[src/hdl/blm_pkg.sv]
// Shared types and constants for the battery level monitor.
// Used by the channel interfaces, the serial divider and the top level.
`timescale 1ns / 1ps
`default_nettype none

package blm_pkg;

  localparam int unsigned WINDOW_DEFAULT = 16;

  // Field widths.
  localparam int unsigned SAMPLE_W = 12;
  localparam int unsigned VOLT_W   = 13;
  localparam int unsigned LEVEL_W  = 17;
  localparam int unsigned PCT_W    = 7;
  localparam int unsigned LOWCNT_W = 6;

  // Configuration port.
  localparam int unsigned CFG_IDX_W  = 3;
  localparam int unsigned CFG_DATA_W = 17;

  localparam logic [CFG_IDX_W-1:0] CFG_EMPTY_MV    = 3'd0;
  localparam logic [CFG_IDX_W-1:0] CFG_HALF_MV     = 3'd1;
  localparam logic [CFG_IDX_W-1:0] CFG_FULL_MV     = 3'd2;
  localparam logic [CFG_IDX_W-1:0] CFG_EXTERNAL_MV = 3'd3;
  localparam logic [CFG_IDX_W-1:0] CFG_LOW_LEVEL   = 3'd4;

  localparam logic [VOLT_W-1:0]  EMPTY_MV_RST    = 13'd3300;
  localparam logic [VOLT_W-1:0]  HALF_MV_RST     = 13'd3700;
  localparam logic [VOLT_W-1:0]  FULL_MV_RST     = 13'd4100;
  localparam logic [VOLT_W-1:0]  EXTERNAL_MV_RST = 13'd4500;
  localparam logic [LEVEL_W-1:0] LOW_LEVEL_RST   = 17'd6554;

  // Level map: each half of the ramp spans 2^FRAC_W steps of Q16.
  localparam int unsigned FRAC_W = 15;
  localparam int unsigned LEVEL_FRAC = 16;
  localparam logic [LEVEL_W-1:0] LEVEL_FULL = 17'd65536;
  localparam logic [LEVEL_W-1:0] LEVEL_HALF = 17'd32768;
  localparam logic [LEVEL_W-1:0] LEVEL_ZERO = 17'd0;

  // Percent product: level * 100 fits in 24 bits.
  localparam int unsigned PROD_W = 24;

  localparam logic [LOWCNT_W-1:0] LOWCNT_MAX      = 6'd63;
  localparam logic [LOWCNT_W-1:0] LOW_BATT_LIMIT  = 6'd30;
  localparam logic [LOWCNT_W-1:0] SHUTDOWN_LIMIT  = 6'd60;

  typedef struct packed {
    logic busy;
    logic done;
  } div_status_t;

endpackage

`default_nettype wire

[src/hdl/blm_in_if.sv]
// Sample channel of the battery level monitor: valid, ready and one reading.
// Depends on blm_pkg for the field width.
`timescale 1ns / 1ps
`default_nettype none

interface blm_in_if;
  import blm_pkg::*;

  logic                valid;
  logic                ready;
  logic [SAMPLE_W-1:0] sample_mv;

  modport source (output valid, output sample_mv, input ready);
  modport sink   (input valid, input sample_mv, output ready);
endinterface

`default_nettype wire

[src/hdl/blm_out_if.sv]
// Result channel of the battery level monitor: valid, ready and the gauge fields.
// Depends on blm_pkg for the field widths.
`timescale 1ns / 1ps
`default_nettype none

interface blm_out_if;
  import blm_pkg::*;

  logic               valid;
  logic               ready;
  logic [VOLT_W-1:0]  voltage_mv;
  logic [LEVEL_W-1:0] level_q16;
  logic [PCT_W-1:0]   percent;
  logic               batt_low;
  logic               shutdown_request;
  logic               external_power;

  modport source (output valid, output voltage_mv, output level_q16, output percent,
                  output batt_low, output shutdown_request, output external_power,
                  input ready);
  modport sink   (input valid, input voltage_mv, input level_q16, input percent,
                  input batt_low, input shutdown_request, input external_power,
                  output ready);
endinterface

`default_nettype wire

[src/hdl/blm_ram.sv]
// Generic single-port-write, single-port-read RAM with registered read data.
// No dependencies.
`timescale 1ns / 1ps
`default_nettype none

module blm_ram #(
  parameter int unsigned WIDTH = 13,
  parameter int unsigned DEPTH = 16,
  localparam int unsigned AW = (DEPTH > 1) ? $clog2(DEPTH) : 1
) (
  input  wire logic             clk_i,
  input  wire logic             we_i,
  input  wire logic [AW-1:0]    waddr_i,
  input  wire logic [WIDTH-1:0] wdata_i,
  input  wire logic [AW-1:0]    raddr_i,
  output logic      [WIDTH-1:0] rdata_o
);

  logic [WIDTH-1:0] mem_q [DEPTH];
  logic [WIDTH-1:0] rdata_q;

  always_ff @(posedge clk_i) begin
    if (we_i) begin
      mem_q[waddr_i] <= wdata_i;
    end
    rdata_q <= mem_q[raddr_i];
  end

  assign rdata_o = rdata_q;

endmodule

`default_nettype wire

[src/hdl/blm_serial_div.sv]
// Restoring divider, one quotient bit per cycle, for the average and level map.
// Depends on blm_pkg for the status struct.
`timescale 1ns / 1ps
`default_nettype none

module blm_serial_div #(
  parameter int unsigned NUM_W = 28,
  parameter int unsigned DEN_W = 13,
  localparam int unsigned ITER_W = $clog2(NUM_W + 1)
) (
  input  wire logic              clk_i,
  input  wire logic              rst_ni,
  input  wire logic              start_i,
  input  wire logic [NUM_W-1:0]  num_i,
  input  wire logic [DEN_W-1:0]  den_i,
  output blm_pkg::div_status_t   status_o,
  output logic      [NUM_W-1:0]  quot_o
);
  import blm_pkg::*;

  logic              busy_q, busy_d;
  logic              done_q, done_d;
  logic [ITER_W-1:0] iter_q, iter_d;
  logic [NUM_W-1:0]  quo_q, quo_d;
  logic [DEN_W-1:0]  rem_q, rem_d;
  logic [DEN_W-1:0]  den_q, den_d;
  logic [DEN_W:0]    trial;
  logic              fits;

  // The numerator shifts out of the top of quo_q while quotient bits enter below.
  assign trial = {rem_q, quo_q[NUM_W-1]};
  assign fits  = trial >= {1'b0, den_q};

  always_comb begin
    busy_d = busy_q;
    done_d = 1'b0;
    iter_d = iter_q;
    quo_d  = quo_q;
    rem_d  = rem_q;
    den_d  = den_q;
    if (start_i) begin
      busy_d = 1'b1;
      iter_d = ITER_W'(NUM_W);
      quo_d  = num_i;
      rem_d  = '0;
      den_d  = den_i;
    end else if (busy_q) begin
      quo_d  = {quo_q[NUM_W-2:0], fits};
      rem_d  = fits ? DEN_W'(trial - {1'b0, den_q}) : DEN_W'(trial);
      iter_d = iter_q - 1'b1;
      if (iter_q == ITER_W'(1)) begin
        busy_d = 1'b0;
        done_d = 1'b1;
      end
    end
  end

  always_ff @(posedge clk_i or negedge rst_ni) begin
    if (!rst_ni) begin
      busy_q <= 1'b0;
      done_q <= 1'b0;
      iter_q <= '0;
    end else begin
      busy_q <= busy_d;
      done_q <= done_d;
      iter_q <= iter_d;
    end
  end

  always_ff @(posedge clk_i) begin
    quo_q <= quo_d;
    rem_q <= rem_d;
    den_q <= den_d;
  end

  assign status_o.busy = busy_q;
  assign status_o.done = done_q;
  assign quot_o        = quo_q;

endmodule

`default_nettype wire

[src/hdl/battery_level_monitor.sv]
// Battery level monitor top level: sample ring, running sum, sequencer and flags.
// Depends on blm_pkg, blm_in_if, blm_out_if, blm_ram and blm_serial_div.
//
// Usage: one millivolt reading enters per transaction on in_i. The block doubles
// it, stores it in a ring of WINDOW entries and delivers one result transaction
// on out_o carrying the average voltage, the Q16 level, the percent and the
// low-battery, shutdown and external-power flags.
// Throughput: one item at a time; a new sample is accepted only once the last
// result has been handed to the output register. The shared serial divider
// (one quotient bit per cycle) runs once for the average and, when the
// average lies on the ramp, once more for the level map.
// The ring sits in a RAM with registered read; entries not yet written are
// recognised through the fill count, so reset needs no clearing pass and the
// block is ready as soon as reset is released.
// Reset clears the sum, fill count, write slot, low tick counter and restores
// the register defaults. Configuration writes on cfg_we_i take effect at once.
// If the receiver stalls, the result is held in the output register; the next
// sample is still accepted and processed, and waits before its final step until
// the output register is free.
`timescale 1ns / 1ps
`default_nettype none

module battery_level_monitor #(
  parameter int unsigned WINDOW = blm_pkg::WINDOW_DEFAULT
) (
  input  wire logic                           clk_i,
  input  wire logic                           rst_ni,
  blm_in_if.sink                              in_i,
  blm_out_if.source                           out_o,
  input  wire logic                           cfg_we_i,
  input  wire logic [blm_pkg::CFG_IDX_W-1:0]  cfg_idx_i,
  input  wire logic [blm_pkg::CFG_DATA_W-1:0] cfg_data_i
);
  import blm_pkg::*;

  localparam int unsigned SLOT_W = (WINDOW > 1) ? $clog2(WINDOW) : 1;
  localparam int unsigned CNT_W  = $clog2(WINDOW + 1);
  localparam int unsigned SUM_W  = $clog2(WINDOW * 8191);
  localparam int unsigned MAP_W  = VOLT_W + FRAC_W;
  localparam int unsigned DIV_NUM_W = (SUM_W > MAP_W) ? SUM_W : MAP_W;
  localparam int unsigned DIV_DEN_W = (CNT_W > VOLT_W) ? CNT_W : VOLT_W;

  localparam logic [2:0] ST_IDLE = 3'd0;
  localparam logic [2:0] ST_READ = 3'd1;
  localparam logic [2:0] ST_AVG  = 3'd2;
  localparam logic [2:0] ST_MAP  = 3'd3;
  localparam logic [2:0] ST_LVL  = 3'd4;
  localparam logic [2:0] ST_OUT  = 3'd5;

  // Configuration registers.
  logic [VOLT_W-1:0]  empty_mv_q, half_mv_q, full_mv_q, external_mv_q;
  logic [LEVEL_W-1:0] low_level_q;

  always_ff @(posedge clk_i or negedge rst_ni) begin
    if (!rst_ni) begin
      empty_mv_q    <= EMPTY_MV_RST;
      half_mv_q     <= HALF_MV_RST;
      full_mv_q     <= FULL_MV_RST;
      external_mv_q <= EXTERNAL_MV_RST;
      low_level_q   <= LOW_LEVEL_RST;
    end else if (cfg_we_i) begin
      case (cfg_idx_i)
        CFG_EMPTY_MV:    empty_mv_q    <= cfg_data_i[VOLT_W-1:0];
        CFG_HALF_MV:     half_mv_q     <= cfg_data_i[VOLT_W-1:0];
        CFG_FULL_MV:     full_mv_q     <= cfg_data_i[VOLT_W-1:0];
        CFG_EXTERNAL_MV: external_mv_q <= cfg_data_i[VOLT_W-1:0];
        CFG_LOW_LEVEL:   low_level_q   <= cfg_data_i[LEVEL_W-1:0];
        default: ;
      endcase
    end
  end

  logic [2:0]          state_q, state_d;
  logic [SLOT_W-1:0]   slot_q, slot_d;
  logic [CNT_W-1:0]    count_q, count_d;
  logic [SUM_W-1:0]    sum_q, sum_d;
  logic [LOWCNT_W-1:0] lowcnt_q, lowcnt_d;
  logic [VOLT_W-1:0]   doubled_q, doubled_d;
  logic [VOLT_W-1:0]   voltage_q, voltage_d;
  logic [LEVEL_W-1:0]  base_q, base_d;
  logic [LEVEL_W-1:0]  level_q, level_d;
  logic                out_valid_q, out_valid_d;
  logic [VOLT_W-1:0]   out_volt_q, out_volt_d;
  logic [LEVEL_W-1:0]  out_level_q, out_level_d;
  logic [PCT_W-1:0]    out_pct_q, out_pct_d;
  logic                out_low_q, out_low_d;
  logic                out_shut_q, out_shut_d;
  logic                out_ext_q, out_ext_d;

  logic                  ring_full;
  logic                  ram_we;
  logic [VOLT_W-1:0]     ram_rdata;
  logic [VOLT_W-1:0]     old_sample;
  logic                  div_start;
  logic [DIV_NUM_W-1:0]  div_num;
  logic [DIV_DEN_W-1:0]  div_den;
  div_status_t           div_st;
  logic [DIV_NUM_W-1:0]  div_quot;
  logic                  out_free;
  logic [PROD_W-1:0]     prod;
  logic [VOLT_W-1:0]     diff;

  assign ring_full  = count_q == CNT_W'(WINDOW);
  // A slot that has never been written counts as zero.
  assign old_sample = ring_full ? ram_rdata : '0;
  assign out_free   = !out_valid_q || out_o.ready;
  assign prod = (PROD_W'(level_q) << 6) + (PROD_W'(level_q) << 5) + (PROD_W'(level_q) << 2);

  blm_ram #(
    .WIDTH (VOLT_W),
    .DEPTH (WINDOW)
  ) u_ring (
    .clk_i   (clk_i),
    .we_i    (ram_we),
    .waddr_i (slot_q),
    .wdata_i (doubled_q),
    .raddr_i (slot_q),
    .rdata_o (ram_rdata)
  );

  blm_serial_div #(
    .NUM_W (DIV_NUM_W),
    .DEN_W (DIV_DEN_W)
  ) u_div (
    .clk_i    (clk_i),
    .rst_ni   (rst_ni),
    .start_i  (div_start),
    .num_i    (div_num),
    .den_i    (div_den),
    .status_o (div_st),
    .quot_o   (div_quot)
  );

  always_comb begin
    state_d     = state_q;
    slot_d      = slot_q;
    count_d     = count_q;
    sum_d       = sum_q;
    lowcnt_d    = lowcnt_q;
    doubled_d   = doubled_q;
    voltage_d   = voltage_q;
    base_d      = base_q;
    level_d     = level_q;
    out_valid_d = out_valid_q;
    out_volt_d  = out_volt_q;
    out_level_d = out_level_q;
    out_pct_d   = out_pct_q;
    out_low_d   = out_low_q;
    out_shut_d  = out_shut_q;
    out_ext_d   = out_ext_q;
    ram_we      = 1'b0;
    div_start   = 1'b0;
    div_num     = '0;
    div_den     = '0;
    diff        = '0;

    if (out_valid_q && out_o.ready) begin
      out_valid_d = 1'b0;
    end

    case (state_q)
      ST_IDLE: begin
        if (in_i.valid) begin
          doubled_d = {in_i.sample_mv, 1'b0};
          state_d   = ST_READ;
        end
      end
      ST_READ: begin
        ram_we  = 1'b1;
        sum_d   = sum_q - SUM_W'(old_sample) + SUM_W'(doubled_q);
        slot_d  = (slot_q == SLOT_W'(WINDOW - 1)) ? '0 : slot_q + 1'b1;
        count_d = ring_full ? count_q : count_q + 1'b1;
        div_start = 1'b1;
        div_num   = DIV_NUM_W'(sum_d);
        div_den   = DIV_DEN_W'(count_d);
        state_d   = ST_AVG;
      end
      ST_AVG: begin
        if (div_st.done) begin
          voltage_d = div_quot[VOLT_W-1:0];
          state_d   = ST_MAP;
        end
      end
      ST_MAP: begin
        if (voltage_q > full_mv_q) begin
          level_d = LEVEL_FULL;
          state_d = ST_OUT;
        end else if (voltage_q > half_mv_q) begin
          diff      = voltage_q - half_mv_q;
          base_d    = LEVEL_HALF;
          div_start = 1'b1;
          div_num   = DIV_NUM_W'(diff) << FRAC_W;
          div_den   = DIV_DEN_W'(full_mv_q - half_mv_q);
          state_d   = ST_LVL;
        end else if (voltage_q > empty_mv_q) begin
          diff      = voltage_q - empty_mv_q;
          base_d    = LEVEL_ZERO;
          div_start = 1'b1;
          div_num   = DIV_NUM_W'(diff) << FRAC_W;
          div_den   = DIV_DEN_W'(half_mv_q - empty_mv_q);
          state_d   = ST_LVL;
        end else begin
          level_d = LEVEL_ZERO;
          state_d = ST_OUT;
        end
      end
      ST_LVL: begin
        if (div_st.done) begin
          // The ramp quotient reaches 2^FRAC_W at the top of a segment, so the sum
          // still fits the level width.
          level_d = base_q + LEVEL_W'(div_quot[FRAC_W:0]);
          state_d = ST_OUT;
        end
      end
      ST_OUT: begin
        if (out_free) begin
          if (level_q < low_level_q) begin
            lowcnt_d = (lowcnt_q == LOWCNT_MAX) ? lowcnt_q : lowcnt_q + 1'b1;
          end else begin
            lowcnt_d = '0;
          end
          out_valid_d = 1'b1;
          out_volt_d  = voltage_q;
          out_level_d = level_q;
          out_pct_d   = prod[LEVEL_FRAC +: PCT_W];
          out_low_d   = lowcnt_d > LOW_BATT_LIMIT;
          out_shut_d  = lowcnt_d > SHUTDOWN_LIMIT;
          out_ext_d   = voltage_q > external_mv_q;
          state_d     = ST_IDLE;
        end
      end
      default: begin
        state_d = ST_IDLE;
      end
    endcase
  end

  always_ff @(posedge clk_i or negedge rst_ni) begin
    if (!rst_ni) begin
      state_q     <= ST_IDLE;
      slot_q      <= '0;
      count_q     <= '0;
      sum_q       <= '0;
      lowcnt_q    <= '0;
      out_valid_q <= 1'b0;
    end else begin
      state_q     <= state_d;
      slot_q      <= slot_d;
      count_q     <= count_d;
      sum_q       <= sum_d;
      lowcnt_q    <= lowcnt_d;
      out_valid_q <= out_valid_d;
    end
  end

  always_ff @(posedge clk_i) begin
    doubled_q   <= doubled_d;
    voltage_q   <= voltage_d;
    base_q      <= base_d;
    level_q     <= level_d;
    out_volt_q  <= out_volt_d;
    out_level_q <= out_level_d;
    out_pct_q   <= out_pct_d;
    out_low_q   <= out_low_d;
    out_shut_q  <= out_shut_d;
    out_ext_q   <= out_ext_d;
  end

  assign in_i.ready             = state_q == ST_IDLE;
  assign out_o.valid            = out_valid_q;
  assign out_o.voltage_mv       = out_volt_q;
  assign out_o.level_q16        = out_level_q;
  assign out_o.percent          = out_pct_q;
  assign out_o.batt_low         = out_low_q;
  assign out_o.shutdown_request = out_shut_q;
  assign out_o.external_power   = out_ext_q;

  // An accepted transaction always starts with the ring read-modify-write.
  assert property (@(posedge clk_i) disable iff (!rst_ni)
    in_i.valid && in_i.ready |=> state_q == ST_READ)
    else $error("accepted sample did not move to the ring update");

  // The fill count never passes the window length.
  assert property (@(posedge clk_i) disable iff (!rst_ni)
    count_q <= CNT_W'(WINDOW))
    else $error("fill count exceeds the window");

  // The divider only finishes while the sequencer is waiting for it.
  assert property (@(posedge clk_i) disable iff (!rst_ni)
    div_st.done |-> (state_q == ST_AVG || state_q == ST_LVL))
    else $error("divider finished outside a wait state");

  // A new division is only started once the previous one has finished.
  assert property (@(posedge clk_i) disable iff (!rst_ni)
    div_start |-> !div_st.busy)
    else $error("divider started while busy");

  // A shutdown request always comes with the low-battery flag.
  assert property (@(posedge clk_i) disable iff (!rst_ni)
    out_valid_q && out_shut_q |-> out_low_q)
    else $error("shutdown request without low battery");

endmodule

`default_nettype wire
[src/flat_wrapper.sv]
// flat-port wrapper written by rule: the top's interface ports become plain ports
module battery_level_monitor_flat import blm_pkg::*;
#(
  parameter int unsigned WINDOW = blm_pkg::WINDOW_DEFAULT
)
  (clk_i, rst_ni, cfg_we_i, cfg_idx_i, cfg_data_i, in_i_valid, in_i_sample_mv, in_i_ready, out_o_valid, out_o_voltage_mv, out_o_level_q16, out_o_percent, out_o_batt_low, out_o_shutdown_request, out_o_external_power, out_o_ready);
  blm_in_if in_i_i ();
  blm_out_if out_o_i ();
  input  wire logic clk_i;
  input  wire logic rst_ni;
  input  wire logic cfg_we_i;
  input  wire logic [blm_pkg::CFG_IDX_W-1:0] cfg_idx_i;
  input  wire logic [blm_pkg::CFG_DATA_W-1:0] cfg_data_i;
  input wire logic [$bits(in_i_i.valid)-1:0] in_i_valid;
  input wire logic [$bits(in_i_i.sample_mv)-1:0] in_i_sample_mv;
  output wire logic [$bits(in_i_i.ready)-1:0] in_i_ready;
  output wire logic [$bits(out_o_i.valid)-1:0] out_o_valid;
  output wire logic [$bits(out_o_i.voltage_mv)-1:0] out_o_voltage_mv;
  output wire logic [$bits(out_o_i.level_q16)-1:0] out_o_level_q16;
  output wire logic [$bits(out_o_i.percent)-1:0] out_o_percent;
  output wire logic [$bits(out_o_i.batt_low)-1:0] out_o_batt_low;
  output wire logic [$bits(out_o_i.shutdown_request)-1:0] out_o_shutdown_request;
  output wire logic [$bits(out_o_i.external_power)-1:0] out_o_external_power;
  input wire logic [$bits(out_o_i.ready)-1:0] out_o_ready;
  assign in_i_i.valid = in_i_valid;
  assign in_i_i.sample_mv = in_i_sample_mv;
  assign in_i_ready = in_i_i.ready;
  assign out_o_valid = out_o_i.valid;
  assign out_o_voltage_mv = out_o_i.voltage_mv;
  assign out_o_level_q16 = out_o_i.level_q16;
  assign out_o_percent = out_o_i.percent;
  assign out_o_batt_low = out_o_i.batt_low;
  assign out_o_shutdown_request = out_o_i.shutdown_request;
  assign out_o_external_power = out_o_i.external_power;
  assign out_o_i.ready = out_o_ready;
  battery_level_monitor #(.WINDOW(WINDOW)) u_core (.clk_i(clk_i), .rst_ni(rst_ni), .in_i(in_i_i), .out_o(out_o_i), .cfg_we_i(cfg_we_i), .cfg_idx_i(cfg_idx_i), .cfg_data_i(cfg_data_i));
endmodule
[config.mk]
export PLATFORM = sky130hd
export DESIGN_NAME = battery_level_monitor_flat
export DESIGN_NICKNAME = d
export VERILOG_FILES = /design/src/hdl/blm_pkg.sv /design/src/hdl/blm_in_if.sv /design/src/hdl/blm_out_if.sv /design/src/hdl/blm_ram.sv /design/src/hdl/blm_serial_div.sv /design/src/hdl/battery_level_monitor.sv /design/src/flat_wrapper.sv
export SDC_FILE = /design/constraint.sdc
export NUM_CORES = 1
export LEC_CHECK = 0
export ABC_AREA = 1
export BUFFER_PORTS_ARGS = -buffer_cell sky130_fd_sc_hd__buf_2
export CORE_MARGIN = 3
export CORE_UTILIZATION = 40
export DETAILED_ROUTE_END_ITERATION = 10
export PLACE_DENSITY = 0.58
export SLEW_MARGIN = 10
export SYNTH_ARGS = -nofsm -noshare
export SYNTH_HDL_FRONTEND = slang
export SYNTH_SLANG_ARGS = --single-unit
[constraint.sdc]
create_clock -name clk_i -period 3.4 [get_ports clk_i]
set_input_delay 0.51 -clock clk_i [delete_from_list [all_inputs] [get_ports clk_i]]
set_output_delay 0.51 -clock clk_i [all_outputs]
set_load 0.01 [all_outputs]
==> Flow_metrics.wiki <==
{| class="wikitable"
! Metric !! Value
|-
| Outcome || completed
|-
| Largest net degree at the start of global routing || 87
|-
| Count of buffering cells on the critical path with inverters included || 3
|-
| Largest voltage drop on the vdd net || 0.4387 mV
|-
| # Post-CTS Setup Buffers || 0
|-
| Number of DRC markers in iteration 0 || about 1400
|-
| Highest Clock Rate || about 310 MHz
|-
| Required time at the worst-slack endpoint || 3.75 ns
|-
| Most used flip-flop cell after synthesis || sky130_fd_sc_hd__edfxtp_1
|-
| Number of global-route vias before repair || 18030
|-
| Time the final worst path needs with I/O delays and setup || 3.186 ns
|-
| Cell repeated most along the worst path || sky130_fd_sc_hd__nand2_1
|-
| Residual DRC || 0
|-
| Cell at the root of the clock tree || sky130_fd_sc_hd__clkbuf_16
|-
| Total stage count of the critical path || 15
|-
| Worst min-delay path startpoint || in_i_sample_mv[9]
|-
| Core Rows || 89
|-
| Worst-path cell chain || inv_1 -> ha_1 -> nand4_1 -> buf_4 -> nor2_1 -> fa_1 -> inv_1 -> ha_1 -> a21o_1 -> nor2_1 -> nand2_1 -> nand2_1 -> nand2_1 -> o21ai_0 -> o21ai_2
|-
| Post-route cell area || 0.02752 mm2
|-
| Die boundary width || 252.5 um
|-
| All-layer global routing usage || about a fifth
|-
| Synth area leaders || sky130_fd_sc_hd__edfxtp_1, sky130_fd_sc_hd__dfrtp_1, sky130_fd_sc_hd__nand2_1, sky130_fd_sc_hd__ha_1, sky130_fd_sc_hd__inv_1
|-
| Type of destination of the critical path || flip-flop
|-
| EDFF count, synth || 316
|-
| Number of register bits inferred by synthesis || about 450
|-
| Total Nets Final || 2951
|-
| Critical path startpoint || u_core.count_q[0]
|-
| Arrival time at the worst endpoint || 3.54 ns
|-
| Core utilization of the finished layout || 46.18%
|-
| Top cell type by total area after synthesis || sky130_fd_sc_hd__edfxtp_1
|-
| Port bufs || 78
|-
| Floorplan die area || 0.06377 mm2
|-
| Min-Delay Path Depth || 1
|-
| Area growth, synth to finish || 13.17%
|-
| CTS buffer count || 50
|-
| Largest stage delay on the critical path || 0.49 ns
|-
| Estimated wirelength of the detail-placed design || approximately 47 mm
|-
| Gp weighted congestion || 0.8837
|-
| Yosys synthesis warning count || 0
|-
| Yosys cell types || 51
|-
| Setup repair after global routing missed its margin || no
|-
| Post-synth top area share || 39.03%
|-
| Critical path fanouts, max || 13
|-
| Max-cap viol count || 0
|-
| Synth Net Count || 2832
|-
| Final clock period utilization by the worst path || a little over nine tenths
|-
| Remaining antenna violation count || 0
|-
| Most utilized layer in the global route result || met2
|-
| Total standard cell area after synthesis || 0.02431 mm2
|-
| Multi-input logic area || 0.009886 mm2
|-
| Initial core utilization || approximately two fifths
|-
| Worst min path class || in -> reg
|-
| Total cell area at the placement stage || 0.02584 mm2
|-
| Core box area || just under 0.06 mm2
|-
| Worst-path cell with the longest stage delay || sky130_fd_sc_hd__fa_1
|-
| Worst relative slew slack || 26.04%
|-
| CP startpoint kind || flip-flop
|-
| Startpoint of the worst-slack reg-to-reg timing path || u_core.count_q[0]
|-
| CTS H-tree lvls || 2
|-
| Clock tree from TritonCTS || built
|-
| Overflow left after global routing || 0
|-
| Via count of the routed design || 18410
|-
| Met1 Track Usage GR || 29.28%
|-
| Final hold viol count || 0
|-
| Post-route insts no fill || 3550
|-
| Source-to-sink clock delay at the later pin of the worst-skew pair || 0.62 ns
|-
| Worst Hold Slack || 0.08393 ns
|-
| R2r worst-path depth || 15
|-
| Cell family with most CP delay || adder cells
|-
| Sinks on Clock Net || between 400 and 500
|-
| Critical setup path kind || reg -> reg
|-
| Total wirelength of the detailed-routed design || 66.80 mm
|-
| Share of flip-flops with an asynchronous set or reset after synthesis || 24.56%
|-
| Vias/cell || between 5 and 6
|-
| Worst-case clock buffer depth || 3
|-
| Part of the Yosys area used for sequential elements || between 50% and 60%
|-
| Routing usage on met2 || 34.05%
|-
| Initial antenna violation count || 0
|-
| Dpl cells || 3456
|-
| Met3 GRT Util || 2.542%
|-
| Count of endpoints failing setup in the final report || 0
|-
| Number of top-level design ports || 79
|-
| Number of iterations in the first detailed-routing pass || 5
|-
| Number of max-slew violations in the final report || 0
|-
| Power per standard cell area || 496.4 mW/mm2
|-
| Die H || roughly 250 um
|-
| Mapped Cells || around 2600
|-
| FF+latch area || 0.01280 mm2
|-
| Clk pin slew, worst setup/hold paths || 0.06 ns
|-
| Fin Setup TNS || 0 ns
|-
| Average wire per cell in the routed design || 18.82 um
|-
| Final-layout fill cell count || 5679
|-
| Slew @ Worst Pin || 1.105 ns
|-
| Share of layout cells above drive strength 1 || 10.84%
|-
| Leakage power figure || 11.82 nW
|-
| Post-route clock skew || between 0.02 and 0.03 ns
|-
| Number of antenna repair diodes || 0
|-
| Synth Area per Inst || 9.290 um2
|-
| Wire length of the first global-routing pass || 103.5 mm
|}
==> per-layer routing <==
metal | vias up | share of wire [%]
met5 | - | 0
met2 | 502 | 46
met1 | 8776 | 46
li1 | 9025 | -
met4 | 0 | 2.6
met3 | 105 | 4.9
==> synthesized netlist by cell type (2+ instances only) <==
library cell and count:
sky130_fd_sc_hd__nand2_1 533, sky130_fd_sc_hd__inv_1 348, sky130_fd_sc_hd__edfxtp_1 316, sky130_fd_sc_hd__nor2_1 283
sky130_fd_sc_hd__o21ai_0 251, sky130_fd_sc_hd__ha_1 147, sky130_fd_sc_hd__nand3_1 140, sky130_fd_sc_hd__a21oi_1 102
sky130_fd_sc_hd__dfrtp_1 84, sky130_fd_sc_hd__clkbuf_1 55, sky130_fd_sc_hd__o22ai_1 48, sky130_fd_sc_hd__nand4_1 42
sky130_fd_sc_hd__fa_1 31, sky130_fd_sc_hd__dfstp_2 27, sky130_fd_sc_hd__dfxtp_1 25, sky130_fd_sc_hd__xor2_1 24
sky130_fd_sc_hd__nor3_1 20, sky130_fd_sc_hd__xnor2_1 19, sky130_fd_sc_hd__a21oi_2 17, sky130_fd_sc_hd__o21ai_2 12
sky130_fd_sc_hd__o21bai_1 11, sky130_fd_sc_hd__a21o_1 10, sky130_fd_sc_hd__nand3b_1 9, sky130_fd_sc_hd__buf_2 8
sky130_fd_sc_hd__inv_2 6, sky130_fd_sc_hd__nand2_2 4, sky130_fd_sc_hd__o31ai_1 4, sky130_fd_sc_hd__a31oi_1 3
sky130_fd_sc_hd__and2_1 3, sky130_fd_sc_hd__buf_4 3, sky130_fd_sc_hd__nand2_8 3, sky130_fd_sc_hd__or2_2 3
sky130_fd_sc_hd__a21boi_0 2, sky130_fd_sc_hd__buf_6 2, sky130_fd_sc_hd__buf_8 2, sky130_fd_sc_hd__nand2_4 2
sky130_fd_sc_hd__nand3_2 2, sky130_fd_sc_hd__nor2_2 2, sky130_fd_sc_hd__o21ai_1 2
==> cells in the final DEF (no fill, tap or decap), types with 4 or more instances in the layout <==
cell / instances
sky130_fd_sc_hd__xnor2_1: 19
sky130_fd_sc_hd__o21bai_1: 11
sky130_fd_sc_hd__a21oi_2: 19
sky130_fd_sc_hd__clkinv_2: 10
sky130_fd_sc_hd__fa_1: 31
sky130_fd_sc_hd__buf_4: 56
sky130_fd_sc_hd__nand3b_1: 9
sky130_fd_sc_hd__o31ai_1: 4
sky130_fd_sc_hd__nor2_2: 4
sky130_fd_sc_hd__inv_2: 6
sky130_fd_sc_hd__edfxtp_1: 316
sky130_fd_sc_hd__nand4_1: 42
sky130_fd_sc_hd__nand2_1: 533
sky130_fd_sc_hd__xor2_1: 24
sky130_fd_sc_hd__clkbuf_1: 7
sky130_fd_sc_hd__o21ai_0: 250
sky130_fd_sc_hd__nand3_1: 140
sky130_fd_sc_hd__a21o_1: 10
sky130_fd_sc_hd__a21oi_1: 100
sky130_fd_sc_hd__clkbuf_16: 50
sky130_fd_sc_hd__dfrtp_1: 83
sky130_fd_sc_hd__dfxtp_1: 25
sky130_fd_sc_hd__bufinv_16: 4
sky130_fd_sc_hd__clkinv_1: 10
sky130_fd_sc_hd__ha_1: 147
sky130_fd_sc_hd__inv_1: 348
sky130_fd_sc_hd__nand2_2: 4
sky130_fd_sc_hd__nor3_1: 19
sky130_fd_sc_hd__o21ai_2: 12
sky130_fd_sc_hd__o22ai_1: 48
sky130_fd_sc_hd__nor2_1: 280
sky130_fd_sc_hd__buf_2: 77
sky130_fd_sc_hd__dfstp_2: 27
==> registers in the layout (all words and copies together) (netlist names), 16 cells and up <==
signal and flops:
u_core.u_ring.mem_q 192, u_core.u_div.quot_o 28, u_core.level_q 17, u_core.low_level_q 17
u_core.out_o.level_q16 17, u_core.sum_q 16
==> path summary, 6_finish.rpt <==
check | end | slack [ns]
max in group asynchronous | u_core.count_q[2] | 2.17
worst min-delay path | u_core.doubled_q[10] | 0.08
worst max-delay path | u_core.u_div.quot_o[12] | 0.21
worst min register to register | u_core.voltage_q[5] | 0.45
min in group asynchronous | u_core.lowcnt_q[3] | 0.44
worst max register to register | u_core.u_div.quot_o[12] | 0.21
==> report_power, final <==
part           switching (W)  internal (W)
sequential          0.000145       0.00604
clock                0.00236       0.00308
combinational        0.00133      0.000694
==> kinds of logic after synthesis <==
kind of cell / synth area share (%)
buf+inv: 6.804
fa+ha+maj: 10.12
xor+xnor: 1.549
mux: 0.04117
compound gates: 10.62
flops: 52.65
simple gates: 18.21
==> final cells by class <==
cell class,count,share of cell area [%]
clock inverters,34,1.260
well taps,773,3.515
clock buffers,59,4.743
multi-input cells,1740,35.93
repair buffers,137,3.183
inverters,355,4.843
flip-flops and latches,452,46.53
==> repair_timing <==
| item | in CTS | in global routing |
|---|---|---|
| hold endpoints to repair | 27 | 0 |
| gates resized for setup | 0 | 6 |
| endpoints found under the setup margin | 0 | 8 |
| hold buffers | 1 | 0 |
==> metrics by stage <==
step | worst slack (ns) | power [W]
6_report | 0.2135 | 0.01366
5_1_grt | 0.003846 | 0.01425
4_1_cts | 0.1577 | 0.01374
3_5_place_dp | 0.1695 | 0.008279
3_3_place_gp | 0.2335 | 0.008265
2_1_floorplan | 0.3251 | 0.007626
(Power assumes the default switching activity.)
